<file path="config.mk">
export PLATFORM = sky130hd
export DESIGN_NAME = teletext_cells_to_utf8_text
export DESIGN_NICKNAME = d
export VERILOG_FILES = /design/src/design/ttx_utf8_pkg.sv /design/src/design/teletext_cells_to_utf8_text.sv
export SDC_FILE = /design/constraint.sdc
export NUM_CORES = 1
export LEC_CHECK = 0
export ABC_AREA = 1
export BUFFER_PORTS_ARGS = -buffer_cell sky130_fd_sc_hd__buf_4
export CAP_MARGIN = 0
export CORE_AREA = 2 2 141 143
export DETAILED_ROUTE_END_ITERATION = 12
export DIE_AREA = 0 0 143 145
export PLACE_DENSITY = 0.66
export SLEW_MARGIN = 0
export SYNTH_ARGS = -nofsm -noshare
export SYNTH_HDL_FRONTEND = slang
export SYNTH_SLANG_ARGS = --single-unit
</file>
<file path="constraint.sdc">
create_clock -name clk -period 15.5 [get_ports clk]
set_input_delay 2.325 -clock clk [delete_from_list [all_inputs] [get_ports clk]]
set_output_delay 2.325 -clock clk [all_outputs]
set_load 0.1 [all_outputs]
</file>
<file path="src/design/ttx_utf8_pkg.sv">
// Package for the teletext cell to UTF-8 text converter.
// Holds the result item type, code point constants and the cell mapping functions.
// No dependencies.
`timescale 1ns / 1ps

package ttx_utf8_pkg;

  localparam int CP_W      = 21;
  localparam int NL_W      = 5;
  localparam int SP_W      = 6;
  localparam int MAX_RES   = 7;
  localparam int RES_CNT_W = 3;

  localparam logic [NL_W-1:0] NL_MAX = '1;
  localparam logic [SP_W-1:0] SP_MAX = '1;

  localparam logic [7:0] BYTE_NEWLINE = 8'h0A;
  localparam logic [7:0] BYTE_SPACE   = 8'h20;

  localparam logic [CP_W-1:0] CP_BLANK        = 21'h00000;
  localparam logic [CP_W-1:0] CP_SPACE        = 21'h00020;
  localparam logic [CP_W-1:0] CP_SEXTANT_BASE = 21'h1FB00;
  localparam logic [CP_W-1:0] CP_LEFT_HALF    = 21'h0258C;
  localparam logic [CP_W-1:0] CP_RIGHT_HALF   = 21'h02590;
  localparam logic [CP_W-1:0] CP_FULL_BLOCK   = 21'h02588;
  localparam logic [CP_W-1:0] CP_POUND        = 21'h000A3;
  localparam logic [CP_W-1:0] CP_ARROW_LEFT   = 21'h02190;
  localparam logic [CP_W-1:0] CP_ONE_HALF     = 21'h000BD;
  localparam logic [CP_W-1:0] CP_ARROW_RIGHT  = 21'h02192;
  localparam logic [CP_W-1:0] CP_ARROW_UP     = 21'h02191;
  localparam logic [CP_W-1:0] CP_HASH         = 21'h00023;
  localparam logic [CP_W-1:0] CP_HORIZ_BAR    = 21'h02015;
  localparam logic [CP_W-1:0] CP_ONE_QUARTER  = 21'h000BC;
  localparam logic [CP_W-1:0] CP_DOUBLE_BAR   = 21'h02016;
  localparam logic [CP_W-1:0] CP_THREE_QUART  = 21'h000BE;
  localparam logic [CP_W-1:0] CP_DIVIDE       = 21'h000F7;

  localparam logic [5:0] PAT_EMPTY = 6'h00;
  localparam logic [5:0] PAT_LEFT  = 6'h15;
  localparam logic [5:0] PAT_RIGHT = 6'h2A;
  localparam logic [5:0] PAT_FULL  = 6'h3F;

  typedef enum logic {
    REG_DISPLAYED_READING = 1'b0,
    REG_FLOWED_LINES      = 1'b1
  } cfg_reg_t;

  typedef enum logic {
    KIND_BYTES = 1'b0,
    KIND_END   = 1'b1
  } kind_t;

  typedef struct packed {
    kind_t      kind;
    logic [7:0] data;
    logic [5:0] rep;
    logic       last;
  } res_t;

  function automatic logic [CP_W-1:0] mosaic_cp(input logic [7:0] ch);
    logic [5:0] pat;
    logic [1:0] skip;
    logic [CP_W-1:0] cp;
    pat  = {ch[6], ch[4:0]};
    skip = {1'b0, (pat > PAT_LEFT)} + {1'b0, (pat > PAT_RIGHT)};
    case (pat)
      PAT_EMPTY: cp = CP_SPACE;
      PAT_LEFT:  cp = CP_LEFT_HALF;
      PAT_RIGHT: cp = CP_RIGHT_HALF;
      PAT_FULL:  cp = CP_FULL_BLOCK;
      default:   cp = CP_SEXTANT_BASE + {15'd0, pat} - 21'd1 - {19'd0, skip};
    endcase
    return cp;
  endfunction

  function automatic logic [CP_W-1:0] alpha_cp(input logic [7:0] ch, input logic disp);
    logic [CP_W-1:0] cp;
    if (ch >= 8'h20 && ch < 8'h7F) cp = {13'd0, ch};
    else cp = CP_BLANK;
    if (disp) begin
      case (ch)
        8'h23:   cp = CP_POUND;
        8'h5B:   cp = CP_ARROW_LEFT;
        8'h5C:   cp = CP_ONE_HALF;
        8'h5D:   cp = CP_ARROW_RIGHT;
        8'h5E:   cp = CP_ARROW_UP;
        8'h5F:   cp = CP_HASH;
        8'h60:   cp = CP_HORIZ_BAR;
        8'h7B:   cp = CP_ONE_QUARTER;
        8'h7C:   cp = CP_DOUBLE_BAR;
        8'h7D:   cp = CP_THREE_QUART;
        8'h7E:   cp = CP_DIVIDE;
        default: ;
      endcase
    end
    return cp;
  endfunction

endpackage

</file>
<file path="src/design/teletext_cells_to_utf8_text.sv">
// Teletext cell stream to UTF-8 text: the input register feeds the result buffer, which
// holds the results of one cell (up to 7) and shifts them out; one cell per cycle while
// each cell gives at most one result and out_tready is high; a cell with more results holds
// the next cell in the input register until its last result is taken.
// Synchronous active-low reset: pending newline and space counts clear, displayed
// reading set, flowed lines cleared, input and result buffers empty.
// Depends on ttx_utf8_pkg.
`timescale 1ns / 1ps

module teletext_cells_to_utf8_text
  import ttx_utf8_pkg::*;
(
  input  logic        clk,
  input  logic        rst_n,
  input  logic        in_tvalid,
  output logic        in_tready,
  input  logic [7:0]  in_tdata,   // [7:0] cell_char
  input  logic [4:0]  in_tuser,   // [0] is_graphics, [1] concealed, [2] double_bottom,
                                  // [3] is_control, [4] row_end
  input  logic        in_tlast,   // region_end
  output logic        out_tvalid,
  input  logic        out_tready,
  output logic [15:0] out_tdata,  // [7:0] out_byte, [13:8] repeat_res, [15:14] zero
  output logic        out_tuser,  // kind
  output logic        out_tlast,  // last
  input  logic        cfg_we,
  input  logic        cfg_index,
  input  logic        cfg_wdata
);

  logic            disp_r, flow_r;
  logic [NL_W-1:0] nl_r, nl_nxt;
  logic [SP_W-1:0] sp_r, sp_nxt;

  logic       in_v_r;
  logic [7:0] ch_r;
  logic [4:0] flags_r;
  logic       gend_r;

  res_t                 buf_r [MAX_RES];
  logic [RES_CNT_W-1:0] cnt_r;

  logic take, buf_free, move;

  assign out_tvalid = (cnt_r != '0);
  assign out_tdata  = {2'b00, buf_r[0].rep, buf_r[0].data};
  assign out_tuser  = buf_r[0].kind;
  assign out_tlast  = buf_r[0].last;

  assign take      = out_tvalid && out_tready;
  assign buf_free  = (cnt_r == '0) || (take && cnt_r == RES_CNT_W'(1));
  assign move      = in_v_r && buf_free;
  assign in_tready = !in_v_r || move;

  logic            gfx, conc, dbot, ctrl, rend;
  logic [CP_W-1:0] cp;
  logic            blank;
  logic [2:0]      ulen;
  logic [7:0]      ub [4];
  res_t            lst [MAX_RES];
  logic [RES_CNT_W-1:0] n;

  always_comb begin
    gfx  = flags_r[0];
    conc = flags_r[1];
    dbot = flags_r[2];
    ctrl = flags_r[3];
    rend = flags_r[4];

    if (conc || dbot) cp = CP_BLANK;
    else if (gfx && ch_r[5]) cp = disp_r ? mosaic_cp(ch_r) : CP_BLANK;
    else if (ctrl) cp = CP_BLANK;
    else cp = alpha_cp(ch_r, disp_r);

    blank = (cp == CP_BLANK) || (cp == CP_SPACE);

    if (cp < 21'h80) begin
      ulen = 3'd1;
      ub[0] = cp[7:0];
      ub[1] = 8'h00;
      ub[2] = 8'h00;
      ub[3] = 8'h00;
    end else if (cp < 21'h800) begin
      ulen = 3'd2;
      ub[0] = {3'b110, cp[10:6]};
      ub[1] = {2'b10, cp[5:0]};
      ub[2] = 8'h00;
      ub[3] = 8'h00;
    end else if (cp < 21'h10000) begin
      ulen = 3'd3;
      ub[0] = {4'b1110, cp[15:12]};
      ub[1] = {2'b10, cp[11:6]};
      ub[2] = {2'b10, cp[5:0]};
      ub[3] = 8'h00;
    end else begin
      ulen = 3'd4;
      ub[0] = {5'b11110, cp[20:18]};
      ub[1] = {2'b10, cp[17:12]};
      ub[2] = {2'b10, cp[11:6]};
      ub[3] = {2'b10, cp[5:0]};
    end

    for (int k = 0; k < MAX_RES; k++) lst[k] = '0;
    n = '0;
    nl_nxt = nl_r;
    sp_nxt = sp_r;

    if (!blank) begin
      if (nl_r != '0) begin
        lst[n] = '{kind: KIND_BYTES, data: BYTE_NEWLINE, rep: {1'b0, nl_r}, last: 1'b0};
        n = n + RES_CNT_W'(1);
      end
      if (sp_r != '0) begin
        lst[n] = '{kind: KIND_BYTES, data: BYTE_SPACE, rep: sp_r, last: 1'b0};
        n = n + RES_CNT_W'(1);
      end
      for (int k = 0; k < 4; k++) begin
        if (3'(k) < ulen) begin
          lst[n] = '{kind: KIND_BYTES, data: ub[k], rep: 6'd1, last: 1'b0};
          n = n + RES_CNT_W'(1);
        end
      end
      nl_nxt = '0;
      sp_nxt = '0;
    end else if (sp_r != SP_MAX) begin
      sp_nxt = sp_r + SP_W'(1);
    end

    if (rend || gend_r) begin
      sp_nxt = '0;
      if ((!flow_r || blank) && nl_nxt != NL_MAX) nl_nxt = nl_nxt + NL_W'(1);
    end

    if (gend_r) begin
      nl_nxt = '0;
      sp_nxt = '0;
      lst[n] = '{kind: KIND_END, data: 8'h00, rep: 6'd0, last: 1'b0};
      n = n + RES_CNT_W'(1);
    end

    for (int k = 0; k < MAX_RES; k++) lst[k].last = (RES_CNT_W'(k + 1) == n);
  end

  always_ff @(posedge clk) begin
    if (!rst_n) begin
      disp_r <= 1'b1;
      flow_r <= 1'b0;
      nl_r   <= '0;
      sp_r   <= '0;
      in_v_r <= 1'b0;
      cnt_r  <= '0;
    end else begin
      if (cfg_we) begin
        case (cfg_reg_t'(cfg_index))
          REG_DISPLAYED_READING: disp_r <= cfg_wdata;
          REG_FLOWED_LINES:      flow_r <= cfg_wdata;
          default: ;
        endcase
      end

      if (in_tready) in_v_r <= in_tvalid;

      if (move) begin
        nl_r  <= nl_nxt;
        sp_r  <= sp_nxt;
        cnt_r <= n;
      end else if (take) begin
        cnt_r <= cnt_r - RES_CNT_W'(1);
      end
    end
  end

  always_ff @(posedge clk) begin
    if (in_tready && in_tvalid) begin
      ch_r    <= in_tdata;
      flags_r <= in_tuser;
      gend_r  <= in_tlast;
    end
    if (move) begin
      for (int k = 0; k < MAX_RES; k++) buf_r[k] <= lst[k];
    end else if (take) begin
      for (int k = 0; k < MAX_RES - 1; k++) buf_r[k] <= buf_r[k+1];
    end
  end

endmodule
</file>
==> results_dict.tcl <==
set metrics [dict create \
    cts_max_level 4 \
    finish.net_count 1323 \
    cts_hold_buf 0 \
    seq_area_frac_synth_pct 37.5 \
    final_common_cell "nand2_1" \
    finalPower_mw 1.97 \
    initial_core_util_pct 45.6 \
    port_buffers 38 \
    synth-warning-count 0 \
    first_global_vias 7871 \
    final_cell_mix "nand2_1 (411), inv_1 (123), nor2_1 (121)" \
    clock.fmax_mhz 178 \
    ir_drop_uv 283 \
    ys_types 54 \
    hold_path_class "flip-flop to flip-flop" \
    core-area_um2 19200 \
    cp-endpoint "buf_r[0][0]" \
    drive_gt1_share_pct 12.9 \
    finClkSkew_ns 0.00905 \
    die_h_um 145 \
    cp-end-kind "flip-flop" \
    p_leak_nw 4.49 \
    syn_inst 1251 \
    post_cts_resized 0 \
    numCtsBuffers 17 \
    finalSetupViolCount 0 \
    synth_top_cell_by_area "edfxtp_1" \
    regToRegEndpoint "buf_r[0][0]" \
    syn_to_final_growth_pct 12.4 \
    startpoint "ch_r[3]" \
    routed_wl_um 26000 \
    synth_edf_count 98 \
    arrival_ns 5.79 \
    grt_max_degree 78 \
    netlist.area_leader.share_pct 33.6 \
    grt_usage_pct 25.6 \
    crit_required_ns 15.69 \
    viasPerCell 5.46 \
    startpoint_type "flip-flop" \
    die_w_um 143 \
    ys_top_cells_by_area "edfxtp_1 (34%), nand2_1 (18%), nand3_1 (5.9%)" \
    finalCritPeriodShare_pct 36.2 \
    cts_setup_buffers 0 \
    drt_pre_antenna_iters 5 \
    critPathSlowestCell "edfxtp_1" \
    hold_path_depth 2 \
    rows 51 \
    hold_viol 0 \
    ant_nets 0 \
    grt_pass1_wl_um 41200 \
    cts.sinks 115 \
    antenna_found_initial 0 \
    tritoncts "done" \
    reg2regPathDepth 32 \
    worst-setup-path-type "flip-flop to flip-flop" \
    routedWlPerCell_um 16.7 \
    regToRegStartpoint "ch_r[3]" \
    routabilityCongestion 1.04 \
    io_pins 41 \
    tns_ns 0 \
    cp.depth 32 \
    async_flop_share_pct 0 \
    path_delay_family "simple AND/OR/NAND/NOR gates" \
    diodes 0 \
    rsz0062_at_grt "false" \
    max_stage_delay_ns 0.68 \
    drc 0 \
    max-slew-margin-rel_pct 31.5 \
    dieArea_um2 20700 \
    finalCriticalPeriod_ns 5.60 \
    cts_root_buf "clkbuf_16" \
    r2r_slack_ns 9.90 \
    power.density_nw_per_um2 201 \
    post-route-util_pct 51.2 \
    first_iter_violations 839 \
    drv_cap 0 \
    cts_buffer_depth 2 \
    clk_latency_ns 0.43 \
    tightest_slew_ns 1.03 \
    synthesis.area_um2 8760 \
    path_clk_slew_ns 0.06 \
    cp_max_fo 18 \
    synthFlopType "edfxtp_1" \
    synth-seq-cells 115 \
    worst_path_most_repeated_cell "nand2_1" \
    num_vias 8498 \
    slew_viol_final 0 \
    place_hpwl_um 19500 \
    gr-total-overflow 0 \
    status "finished clean" \
    avgSynthCellArea_um2 7.00 \
    crit_buf_inv 5 \
]
-- per-layer routing --
layer / up-vias / wire length, µm / GRT usage [%]
met4: 0 / 921 / 10.8
li1: 4175 / - / -
met5: - / 0 / 0
met1: 3865 / 11200 / 34.9
met3: 67 / 2020 / 4.59
met2: 391 / 11900 / 39.7
-- cell type report --
class	count	area [µm²]
multi-input cells	964	4790
fillers	1893	9360
clock buffers	18	429
repair buffers	42	315
clock inverters	14	178
inverters	138	520
well taps	265	332
flip-flops and latches	115	3280
-- worst reg2reg max path: cells and delay by family (launching register included) --
kind	cells	cell delay (ns)
AOI/OAI and AO/OA	2	0.33
and+or+nand+nor	20	2.66
buffers and inverters	5	0.49
DFF	1	0.68
adders and majority gates	5	1.22
-- worst min path at each step --
stage,from,endpoint,slack [ns]
after global routing,nl_r[4],nl_r[4],0.51
after CTS,nl_r[4],nl_r[4],0.48
after detailed placement,nl_r[4],nl_r[4],0.47
after floorplan,nl_r[1],nl_r[1],0.46
final,nl_r[4],nl_r[4],0.48
after global placement,nl_r[4],nl_r[4],0.47
-- synthesized netlist by cell type, types with 2 or more instances --
cell and instances:
a21boi_0 2, a21oi_1 38, a21oi_2 4, a21oi_4 2
a31oi_1 3, buf_2 10, buf_4 2, buf_6 5
clkbuf_1 18, clkinv_1 2, conb_1 2, dfxtp_1 17
edfxtp_1 98, fa_1 2, ha_1 22, inv_1 123
inv_2 12, nand2_1 411, nand2_2 27, nand2_4 5
nand3_1 103, nand3_2 12, nand3_4 2, nand3b_1 3
nand4_1 17, nor2_1 122, nor2_2 11, nor2_4 7
nor3_1 14, nor3b_1 2, o211ai_1 9, o21ai_0 87
o21ai_1 26, o21bai_1 3, o22ai_1 4, o31ai_1 3
or2_2 3, xor2_1 2
-- where the power goes --
| group | internal (mW) | switching, mW | leakage [nW] | total, mW |
|---|---|---|---|---|
| logic | 0.234 | 0.775 | 3.09 | 1.01 |
| registers | 0.512 | 0.0434 | 1.10 | 0.555 |
| clock network | 0.255 | 0.155 | 0.296 | 0.410 |
-- cells by family after synthesis --
logic type	share of synthesized area (%)
XOR/XNOR	0.300
flip-flops	37.5
buffers and inverters	8.10
adder cells (fa/ha/maj)	3.60
AND/OR/NAND/NOR	38.2
other	0.0858
AO/OA/AOI/OAI	12.2
-- stage by stage --
step / cells / hold WS, ns / worst slack (ns) / cell area [µm²]
finish: 1556 / 0.482 / 9.90 / 9840
global route: 1556 / 0.511 / 9.47 / 9840
CTS: 1556 / 0.484 / 9.95 / 9840
detailed placement: 1524 / 0.475 / 9.99 / 9240
global placement: 1524 / 0.471 / 10.18 / 9240
floorplan: 1252 / 0.458 / 7.83 / 8760
-- sequential cells by signal, indices dropped and copies added (netlist names) --
name	flops
flow_r	1
flags_r	5
gend_r	1
cnt_r	3
sp_r	6
in_v_r	1
disp_r	1
nl_r	5
buf_r	84
ch_r	8
Note: power is estimated with default switching activity, not from simulation.
